### src/design/ufph_pkg.sv
`timescale 1ns / 1ps
// ----------------------------------------------------------------------------
// Union-find package
// Shared widths, packed command/status types, FSM states and the saturating
// access-count adder for the path-halving union-find core.
// ----------------------------------------------------------------------------
package ufph_pkg;

    // Node count of the forest. The design assumes a power of two, so that
    // reducing a node number into range is a plain truncation.
    localparam int NODES   = 1024;
    localparam int NODE_W  = $clog2(NODES);
    localparam int SIZE_W  = $clog2(NODES) + 1;
    localparam int FIELD_W = 10;
    localparam int CNT_W   = 8;
    localparam int INC_W   = 4;

    localparam int S_DATA_W = ((2 * FIELD_W) + 7) / 8 * 8;
    localparam int M_DATA_W = ((1 + FIELD_W + CNT_W) + 7) / 8 * 8;

    localparam logic [CNT_W-1:0] COUNT_MAX = '1;
    localparam logic [INC_W-1:0] INC_FIND  = 4'd1;
    localparam logic [INC_W-1:0] HOP_COST  = 4'd5;
    localparam logic [INC_W-1:0] INC_LINK  = 4'd1;

    typedef enum logic [3:0] {
        ST_CLEAR,
        ST_IDLE,
        ST_READ,
        ST_CHECK,
        ST_HALVE,
        ST_SIZE_I,
        ST_SIZE_J,
        ST_LINK,
        ST_DONE
    } t_state;

    typedef struct packed {
        logic clr_step;
        logic accept;
        logic rd_from_data;
        logic hop;
        logic halve;
        logic root_first;
        logic root_second;
        logic sz_rd_j;
        logic sz_cap_i;
        logic link;
        logic load_out;
    } t_cmd;

    typedef struct packed {
        logic clr_last;
        logic is_root;
        logic roots_eq;
    } t_stat;

    typedef struct packed {
        logic [CNT_W-1:0]   cnt;
        logic [FIELD_W-1:0] root;
        logic               joined;
    } t_result;

    function automatic logic [CNT_W-1:0] sat_add(input logic [CNT_W-1:0] a,
                                                 input logic [INC_W-1:0] b);
        logic [CNT_W:0] s;
        s = {1'b0, a} + (CNT_W + 1)'(b);
        return (s > {1'b0, COUNT_MAX}) ? COUNT_MAX : s[CNT_W-1:0];
    endfunction

    function automatic logic [NODE_W-1:0] reduce_node(input logic [FIELD_W-1:0] n);
        return NODE_W'(n);
    endfunction

endpackage

### src/design/ufph_ctrl.sv
`timescale 1ns / 1ps
// ----------------------------------------------------------------------------
// Union-find controller
// Sequences the clearing sweep, the two root walks with path halving, the
// weighted link and the hand-off of each result to the output register.
// ----------------------------------------------------------------------------
module ufph_ctrl
    import ufph_pkg::*;
(
    input  logic  i_clk,
    input  logic  i_rst_n,
    input  logic  i_in_valid,
    input  logic  i_out_free,
    input  t_stat i_stat,
    output logic  o_in_ready,
    output t_cmd  o_cmd
);

    t_state r_state, n_state;
    logic   r_second, n_second;

    always_ff @(posedge i_clk) begin
        if (!i_rst_n) begin
            r_state  <= ST_CLEAR;
            r_second <= 1'b0;
        end else begin
            r_state  <= n_state;
            r_second <= n_second;
        end
    end

    // Next state.
    always_comb begin
        n_state  = r_state;
        n_second = r_second;
        case (r_state)
            ST_CLEAR: begin
                if (i_stat.clr_last) n_state = ST_IDLE;
            end
            ST_IDLE: begin
                if (i_in_valid) begin
                    n_state  = ST_READ;
                    n_second = 1'b0;
                end
            end
            ST_READ:  n_state = ST_CHECK;
            ST_CHECK: begin
                if (!i_stat.is_root) begin
                    n_state = ST_HALVE;
                end else if (!r_second) begin
                    n_state  = ST_READ;
                    n_second = 1'b1;
                end else if (i_stat.roots_eq) begin
                    n_state = ST_DONE;
                end else begin
                    n_state = ST_SIZE_I;
                end
            end
            ST_HALVE:  n_state = ST_CHECK;
            ST_SIZE_I: n_state = ST_SIZE_J;
            ST_SIZE_J: n_state = ST_LINK;
            ST_LINK:   n_state = ST_DONE;
            ST_DONE: begin
                if (i_out_free) n_state = ST_IDLE;
            end
            default:   n_state = ST_CLEAR;
        endcase
    end

    // Command outputs.
    always_comb begin
        o_cmd      = '0;
        o_in_ready = 1'b0;
        case (r_state)
            ST_CLEAR: o_cmd.clr_step = 1'b1;
            ST_IDLE: begin
                o_in_ready   = 1'b1;
                o_cmd.accept = i_in_valid;
            end
            ST_CHECK: begin
                if (!i_stat.is_root) begin
                    o_cmd.hop          = 1'b1;
                    o_cmd.rd_from_data = 1'b1;
                end else if (!r_second) begin
                    o_cmd.root_first = 1'b1;
                end else begin
                    o_cmd.root_second = 1'b1;
                end
            end
            ST_HALVE: begin
                o_cmd.halve        = 1'b1;
                o_cmd.rd_from_data = 1'b1;
            end
            ST_SIZE_J: begin
                o_cmd.sz_rd_j  = 1'b1;
                o_cmd.sz_cap_i = 1'b1;
            end
            ST_LINK:  o_cmd.link     = 1'b1;
            ST_DONE:  o_cmd.load_out = i_out_free;
            default:  o_cmd          = '0;
        endcase
    end

    // A result is handed over only at the end of an item's work.
    a_load_in_done: assert property (@(posedge i_clk) disable iff (!i_rst_n)
        o_cmd.load_out |-> (r_state == ST_DONE))
        else $error("result load outside the done state");

endmodule

### config.mk
export PLATFORM = sky130hd
export DESIGN_NAME = ufph_ctrl
export DESIGN_NICKNAME = d
export VERILOG_FILES = /design/src/design/ufph_pkg.sv /design/src/design/ufph_ctrl.sv
export SDC_FILE = /design/constraint.sdc
export NUM_CORES = 1
export LEC_CHECK = 0
export ABC_CLOCK_PERIOD_IN_PS = 1200
export BUFFER_PORTS_ARGS = -buffer_cell sky130_fd_sc_hd__buf_2
export CAP_MARGIN = 25
export CORE_AREA = 2 2 39 41
export DETAILED_ROUTE_END_ITERATION = 12
export DIE_AREA = 0 0 41 43
export HOLD_SLACK_MARGIN = 0.15
export PLACE_DENSITY_LB_ADDON = 0.3
export SLEW_MARGIN = 20
export SYNTH_ARGS = -nofsm -noshare
export SYNTH_HDL_FRONTEND = slang
export SYNTH_SLANG_ARGS = --single-unit
### constraint.sdc
create_clock -name i_clk -period 1.2 [get_ports i_clk]
set_clock_uncertainty 0.2 [all_clocks]
set_input_delay 0.12 -clock i_clk [delete_from_list [all_inputs] [get_ports i_clk]]
set_output_delay 0.12 -clock i_clk [all_outputs]
set_load 0.03 [all_outputs]
==> flow_summary.ini, run 1 <==
[clock_network]
cts_max_path_buffers = 2
cts-root-buf = clkbuf_4
clk_latency_ns = 0.24
clk_pin_slew_ns = 0.04
cts_tree = built
cts_htree_levels = 1
clock-sinks = 5
numCtsBuffers = 3

[timing]
fin_tns_setup_ns = -5.17
fin_ws_ns = -0.406
final-setup-viol-count = 17
drv_slew = 0
worstMarginPinSlew_ns = 0.328
hold_viol_final = 0
fmax_mhz = 623
slew_headroom = 0.781
fin_crit_sh = 1.34
rsz0062_at_grt = yes
period_needed_ns = 1.61

[yosys]
synth.distinct_cells = 27
synth_area_um2 = 415
yosysWarnings = 0
yosysSeqAreaShare = 0.241
syn_inst = 53
avgSynthCellArea_um2 = 7.84
synth_fp_nets = 60
ys_ff_latch = 5

[placement]
place_hpwl_um = 905
gp_congestion = 0.759
numPlacedInstances = 96
port_buffers = 18

[routing]
drt-initial-drc-count = 12
num_vias = 573
drc_errors = 0
drtPass1Iterations = 4
routed_wl_um = 1690
post_drt_wl_per_cell_um = 15.0
postRouteAntennaNets = 0
vias_per_cell = 5.07

[cells_and_area]
syn_to_final_growth_pct = 143
fin_util = 0.730
fin_cells = 113
drive_gt1_frac = 0.711
final_nets = 105
antenna_cells = 0
final.fill_count = 101

[floorplanning]
die_y_um = 43
pin_count = 19
initial_core_util = 0.300
die_w_um = 41
core_area_um2 = 1380
die_area_um2 = 1760
num_rows = 14

[critical_path]
path_class = reg2out
cp-end-kind = output port
required_ns = 0.88
worst_ep_arrival_time_ns = 1.29
worstSetupStartpointType = flip-flop
worstPathMaxFanout = 5

[global_routing]
antenna_found_initial = 0
overflow = 0
grt_max_degree = 9
grt_use_total = 0.194
grt_pass1_vias = 570
grt_pass1_wl_um = 2320

[status]
failed_checks = setup timing
status = complete, but fails checks

[power_and_ir_drop]
vdd_drop_max_mv = 0.911
p_leak_nw = 0.416
power_density_nw_per_um2 = 1100

[flow_run]
maxCapViolCount = 0

[worst_hold_path]
hp-class = in2reg
[flip-flops by register name, summed over array words and instances (netlist names)]
register	flops
r_state	4
r_second	1
[layout by cell type, fill, tap and decap left out, types with 2 or more instances in the layout]
| cell type | n |
|---|---|
| buf_6 | 18 |
| buf_4 | 16 |
| buf_2 | 6 |
| dlygate4sd3_1 | 5 |
| nand3b_1 | 4 |
| nand2b_4 | 3 |
| nand2_1 | 3 |
| nor3_4 | 3 |
| clkbuf_4 | 3 |
| dfxtp_4 | 3 |
| nor2_4 | 2 |
| and3_4 | 2 |
| a21oi_2 | 2 |
| a21oi_1 | 2 |
| o21ai_1 | 2 |
| nor2_1 | 2 |
[synthesized netlist by cell type]
| cell | number | share of area |
|---|---|---|
| nand3b_1 | 4 | 0.072 |
| nor2b_1 | 1 | 0.015 |
| o21bai_1 | 1 | 0.018 |
| o31ai_1 | 1 | 0.018 |
| nor3b_1 | 2 | 0.036 |
| o311ai_2 | 1 | 0.039 |
| nand4bb_1 | 1 | 0.027 |
| dfxtp_1 | 5 | 0.24 |
| or2_0 | 1 | 0.015 |
| inv_1 | 1 | 0.0090 |
| nor4b_2 | 1 | 0.036 |
| a21boi_1 | 1 | 0.018 |
| nand2_1 | 3 | 0.027 |
| nor3_1 | 3 | 0.036 |
| buf_4 | 1 | 0.018 |
| a21oi_1 | 4 | 0.048 |
| nor4_1 | 1 | 0.015 |
| and4bb_1 | 1 | 0.030 |
| buf_6 | 1 | 0.027 |
| or2_1 | 1 | 0.015 |
| nand2b_1 | 4 | 0.060 |
| o21ai_1 | 2 | 0.024 |
| nor2_1 | 4 | 0.036 |
| o311ai_0 | 1 | 0.021 |
| and2_1 | 1 | 0.015 |
| and3_1 | 3 | 0.045 |
| buf_2 | 3 | 0.036 |
[per-stage QoR]
stage	total power [mW]	setup slack, ns	hold slack (ns)	area, um2
2_1_floorplan	0.534	-0.425	0.0451	520
3_3_place_gp	0.695	-0.257	0.198	687
3_5_place_dp	0.699	-0.266	0.204	687
4_1_cts	1.05	-0.422	0.0854	930
5_1_grt	1.16	-0.456	0.155	1010
6_report	1.11	-0.406	0.120	1010
[worst paths after layout]
check | start | to | slack (ns) | cells past startpoint
setup / recovery | r_state[2] | o_cmd[9] | -0.41 | 4
hold reg to reg | r_state[1] | r_state[2] | 0.38 | 2
hold / removal | i_stat[0] | r_state[0] | 0.12 | 5
setup reg to reg | r_state[3] | r_state[0] | -0.28 | 5
[metal layers]
| metal | GRT usage | share of wire | vias up | wire [um] |
|---|---|---|---|---|
| met5 | 0 | 0 | - | 0 |
| met4 | 0.113 | 0.011 | 0 | 19 |
| met3 | 0.0471 | 0.022 | 4 | 37 |
| met2 | 0.319 | 0.53 | 12 | 895 |
| met1 | 0.211 | 0.44 | 276 | 740 |
| li1 | - | - | 281 | - |
[area by class of cell]
| cell class | instances | area (um2) | share of cell area |
|---|---|---|---|
| Clock buffer | 4 | 26.3 | 0.0260 |
| Tap cell | 16 | 20.0 | 0.0198 |
| Sequential cell | 5 | 113 | 0.112 |
| Multi-Input combinational cell | 42 | 444 | 0.440 |
| Timing Repair Buffer | 45 | 403 | 0.399 |
| Inverter | 1 | 3.75 | 0.00372 |
[power by group]
part,leakage (nW),internal [mW],switching [mW],total [mW]
sequential,0.0433,0.193,0.0633,0.256
combinational,0.358,0.376,0.289,0.665
clock,0.0150,0.125,0.0613,0.186
[critical path, cell delays in order (launching register included)]
cell and delay [ns]:
dfxtp_4 0.35, buf_6 0.12, nor4b_4 0.27, and2_4 0.19
buf_6 0.12
[what timing repair did]
item | in CTS | in global routing
hold buffers | 4 | 2
pin swaps | 7 | 7
endpoints found under the hold margin | 5 | 2
setup buffers | 6 | 3
cloned | 0 | 0
setup endpoints to repair | 17 | 17
gates resized for setup | 39 | 9
[logic make-up after synthesis]
logic type / synth area share
AO/OA/AOI/OAI: 0.187
buffers and inverters: 0.0903
flip-flops: 0.241
AND/OR/NAND/NOR: 0.482
Power figures use the tool's default switching activity.
==> inputs of run 2 (changes only) <==
- ABC_AREA: not set -> 1
- GPL_TIMING_DRIVEN: not set -> 0
==> flow_summary.ini, run 2 <==
[yosys]
ys_ff_latch = 5
async_reset_ff_frac = 0
synthFlopType = dfxtp_1
synth_fp_nets = 75
synth_commonest_cells = nor2_1, inv_1, nand2_1
avgSynthCellArea_um2 = 5.81
synth.distinct_cells = 17
synth-edff-count = 0
yosysWarnings = 0
synth.most_common_cell = nor2_1
syn_inst = 68
synth_top_area_cell = dfxtp_1
synth_area_leaders = dfxtp_1, nor2_1, inv_1
synth_top_area_frac = 0.253
synth_area_um2 = 395
yosysSeqAreaShare = 0.253

[power_and_ir_drop]
p_seq_frac = 0.211
p_sw_frac = 0.444
p_clk_frac = 0.177
vdd_drop_max_mv = 0.740
p_leak_nw = 0.427
internal-power_mw = 0.605
p_sw_mw = 0.484
power_density_nw_per_um2 = 1200
combPwrFrac = 0.612

[clock_network]
clk_latency_ns = 0.24
clk_pin_slew_ns = 0.04
numCtsBuffers = 3
cts_htree_levels = 1
cts_max_path_buffers = 2
cts-root-buf = clkbuf_4
cts_tree = built
clock-sinks = 5

[critical_path]
worstPathMaxFanout = 4
required_ns = 0.88
r2r_end = r_state[0]
rrSetupSlack_ns = -0.21
worst_ep_arrival_time_ns = 1.22
cp-end-kind = output port
crit_top_cell = inv_2
crit_chain = inv_2 > nand2_4 > nor2_4 > inv_2 > nor3_4 > buf_6
path_class = reg2out
reg2reg_depth = 9
worstSetupStartpointType = flip-flop
max_stage_delay_ns = 0.35
cp_slowest_cell = dfxtp_4
r2r-start = r_state[3]

[floorplanning]
initial_core_util = 0.286
die_area_um2 = 1760
pin_count = 19
num_rows = 14
die_y_um = 43
die_w_um = 41
core_area_um2 = 1380

[global_routing]
grt_pass1_vias = 478
grt_max_degree = 6
overflow = 0
met2_usage = 0.256
grt_use_met3 = 0.0157
grt_use_total = 0.156
grt_util_met1 = 0.168
grt_pass1_wl_um = 1840
busiest_layer = met2
antenna_found_initial = 0

[worst_hold_path]
holdPathEnd = r_state[0]
hold_path_depth = 4
worstHoldStart = i_in_valid
hp-class = in2reg

[routing]
routed_wl_um = 1360
drtPass1Iterations = 4
post_drt_wl_per_cell_um = 11.1
vias_per_cell = 4.55
postRouteAntennaNets = 0
num_vias = 560
drt-initial-drc-count = 2
drc_errors = 0

[timing]
drv_slew = 0
period_needed_ns = 1.54
slew_headroom = 0.859
hold_ws_ns = -0.0328
hold_viol_final = 1
fin_crit_sh = 1.28
final-setup-viol-count = 17
fin_ws_ns = -0.336
worstMarginPinSlew_ns = 0.212
rsz0062_at_grt = yes
fmax_mhz = 651
fin_tns_setup_ns = -3.94

[status]
failed_checks = hold timing, setup timing
status = complete, but fails checks

[cells_and_area]
top_register = r_state
biggestRegsByFlops = r_state: 4 flops, r_second: 1 flops
final_common_cell = buf_4
fin_area_um2 = 906
final.fill_count = 123
largest_register_ffs = 4
drive_gt1_frac = 0.664
antenna_cells = 0
syn_to_final_growth_pct = 129
final_nets = 115
layout_common_cells = buf_4, buf_6, nand2_1, nor2_4, inv_1

[placement]
gp_congestion = 0.711
port_buffers = 18
place_area_um2 = 589
place_hpwl_um = 806
place_ws_ns = -0.261

[flow_run]
maxCapViolCount = 0
## run 2: cell types whose count changed after synthesis, moves of 3 or more
cell,delta
nand2b_1,-4
and3_1,-3
buf_2,-3
inv_1,+13
nand3_1,+3
nor2_1,+13
nand2_1,+9
## run 2: per-layer routing
| metal | vias up | part of all wire |
|---|---|---|
| li1 | 287 | - |
| met3 | 4 | 0.054 |
| met1 | 246 | 0.37 |
| met4 | 0 | 0.021 |
| met5 | - | 0 |
| met2 | 23 | 0.55 |
## run 2: final cells by class
cell class / count / area [um2] / share of cell area
buffer: 1 / 11.3 / 0.0124
clock buffer: 4 / 26.3 / 0.0290
timing repair buffer: 35 / 300 / 0.331
tap: 16 / 20.0 / 0.0221
inverter: 15 / 63.8 / 0.0704
multi-input combinational: 47 / 369 / 0.407
sequential: 5 / 115 / 0.127
## run 2: how the worst max path moves through the flow
stage / from / slack, ns / endpoint / cells after the start
floorplan: r_state[1] / -0.17 / r_state[3] / 8
global placement: r_state[1] / -0.27 / o_cmd[0] / 6
detailed placement: r_state[1] / -0.26 / o_cmd[0] / 6
CTS: r_state[3] / -0.33 / o_cmd[3] / 5
global route: r_state[1] / -0.38 / o_cmd[0] / 6
finish: r_state[1] / -0.34 / o_cmd[0] / 6
## run 2: what timing repair did
action	4_1_cts	5_1_grt
hold endpoints to repair	5	5
buffers inserted	6	8
hold buffers	2	2
pin swaps	4	8
setup endpoints to repair	16	17
resized for setup	28	24
## run 2: critical path, delay by kind of cell (launching register included)
family,cells,cell delay [ns]
simple gates,3,0.32
buf+inv,3,0.30
flops,1,0.35
## run 2: per-stage QoR
step	total power [mW]	util	cells
3_5_place_dp	0.630	0.426	102
2_1_floorplan	0.538	-	68
3_3_place_gp	0.626	0.426	102
5_1_grt	1.17	0.655	123
6_report	1.09	0.655	123
4_1_cts	0.939	0.549	114
## run 2: cell families (layout without fill, tap and decap cells)
kind of cell | Yosys count | in the layout | synth area share
AO/OA/AOI/OAI | 5 | 5 | 0.0728
buffers and inverters | 16 | 55 | 0.161
flip-flops | 5 | 5 | 0.253
AND/OR/NAND/NOR | 42 | 42 | 0.513
## run 2: power by group through the flow
stage | Combinational (mW) | Clock [mW] | Sequential, mW
after floorplan | 0.324 | 0 | 0.215
after global placement | 0.409 | 0 | 0.218
after detailed placement | 0.412 | 0 | 0.218
after CTS | 0.516 | 0.204 | 0.219
after global routing | 0.716 | 0.214 | 0.235
final | 0.666 | 0.193 | 0.230
==> inputs of run 3 (changes only) <==
- CELL_PAD_IN_SITES_DETAIL_PLACEMENT: not set -> 1
- CELL_PAD_IN_SITES_GLOBAL_PLACEMENT: not set -> 1
- CORE_AREA: 2 2 39 41 -> not set
- CORE_MARGIN: not set -> 1.5
- CORE_UTILIZATION: not set -> 26
- CTS_BUF_LIST: not set -> sky130_fd_sc_hd__clkbuf_2 sky130_fd_sc_hd__clkbuf_4 sky130_fd_sc_hd__clkbuf_8
- DIE_AREA: 0 0 41 43 -> not set
- GPL_TIMING_DRIVEN: 0 -> not set
==> flow_summary.ini, run 3 (same netlist as run 2, synthesis figures left out) <==
[power_and_ir_drop]
vdd_drop_max_mv = 0.859
p_clk_frac = 0.195
p_leak_nw = 0.404
p_seq_frac = 0.215
p_sw_frac = 0.465
p_sw_mw = 0.521
internal-power_mw = 0.599
combPwrFrac = 0.590
power_density_nw_per_um2 = 1320

[cells_and_area]
drive_gt1_frac = 0.637
final.fill_count = 167
final_nets = 110
syn_to_final_growth_pct = 116
layout_common_cells = buf_6, nor2_4, buf_4, inv_1, nand2_1
final_common_cell = buf_6
top_register = r_state
largest_register_ffs = 4
antenna_cells = 0
fin_cells = 117
ff_latch_area_um2 = 113
biggestRegsByFlops = r_state: 4 flops, r_second: 1 flops
multi_input_area_um2 = 354

[routing]
drtPass1Iterations = 4
drc_errors = 0
drt-initial-drc-count = 7
num_vias = 576
postRouteAntennaNets = 0
vias_per_cell = 4.92
routed_wl_um = 1840
post_drt_wl_per_cell_um = 15.7

[timing]
period_needed_ns = 1.58
final-setup-viol-count = 16
drv_slew = 0
fmax_mhz = 634
hold_ws_ns = -0.0344
fin_ws_ns = -0.377
worstMarginPinSlew_ns = 0.249
rsz0062_at_grt = yes
slew_headroom = 0.833
fin_crit_sh = 1.31
hold_viol_final = 1

[clock_network]
cts-root-buf = clkbuf_4
numCtsBuffers = 3
clk_latency_ns = 0.24
cts_htree_levels = 1
clock-sinks = 5
clk_pin_slew_ns = 0.05
cts_max_path_buffers = 2
cts_tree = built

[global_routing]
antenna_found_initial = 0
grt_max_degree = 6
grt_pass1_vias = 596
grt_pass1_wl_um = 2670
overflow = 0
grt_use_total = 0.200

[worst_hold_path]
hp-class = in2reg

[floorplanning]
pin_count = 19
num_rows = 13
die_w_um = 42.0
core_area_um2 = 1370
initial_core_util = 0.289
die_area_um2 = 1760
die_y_um = 42.0

[critical_path]
required_ns = 0.88
worstSetupStartpointType = flip-flop
cp_slowest_cell = dfxtp_4
critical-path-top-delay-family = simple AND/OR/NAND/NOR gates
crit_chain = inv_4 > nand2_4 > nor2_4 > nand2_4 > nor2_4 > buf_6
max_stage_delay_ns = 0.36
path_class = reg2out
worstPathMaxFanout = 4
worst_ep_arrival_time_ns = 1.26
cp-end-kind = output port
critPathBufInv = 2

[placement]
numPlacedInstances = 106
gp_congestion = 0.719
port_buffers = 18
place_hpwl_um = 1140

[status]
failed_checks = hold timing, setup timing
status = complete, but fails checks

[flow_run]
maxCapViolCount = 0
-- run 3: worst paths after layout --
kind / start / end / slack, ns / cells after the start
max: r_state[2] / o_cmd[4] / -0.38 / 6
min: i_in_valid / r_state[0] / -0.03 / 4
max reg2reg: r_state[2] / r_state[3] / -0.28 / 10
min reg2reg: r_state[3] / r_state[2] / 0.43 / 3
-- run 3: metal layers --
layer  track usage  part of all wire  vias to the layer above
met5             0                 0                        -
met4        0.0710            0.0087                        0
met3        0.0259             0.039                        2
met2         0.378              0.57                       21
met1         0.226              0.38                      277
li1              -                 -                      276
-- run 3: metrics by stage --
stage                     power, mW  setup slack, ns  setup TNS [ns]  area [um2]  utilization
after CTS                      1.07           -0.329           -3.74         795        0.582
after floorplan               0.538           -0.167          -0.844         479            -
after global placement        0.691           -0.155          -0.985         622        0.455
after detailed placement      0.708           -0.183           -1.31         622        0.455
after global routing           1.19           -0.440           -5.41         852        0.624
final                          1.12           -0.377           -4.30         852        0.624
-- run 3: repair_timing --
action	in CTS	in global routing
gates resized for setup	39	8
pin swaps	7	7
buffers inserted	1	3
endpoints found under the setup margin	16	17
hold buffers	2	2
hold endpoints to repair	5	3
-- run 3: worst register-to-register path: cells and delay by family, from the launching register on --
family        cells  cell delay, ns
simple gates      7            0.62
buf+inv           3            0.23
flops             1            0.36
-- run 3: power groups by stage --
stage | clock (mW) | sequential [mW] | combinational (mW)
after floorplan | 0 | 0.215 | 0.324
after global placement | 0 | 0.218 | 0.473
after detailed placement | 0 | 0.219 | 0.490
after CTS | 0.222 | 0.229 | 0.621
after global routing | 0.237 | 0.243 | 0.711
final | 0.219 | 0.241 | 0.661
-- run 3: final cells by class --
type,count,area share
clock buffers,4,0.0352
inverters,15,0.0778
multi-input cells,47,0.416
flip-flops and latches,5,0.132
well taps,15,0.0220
repair buffers,31,0.317
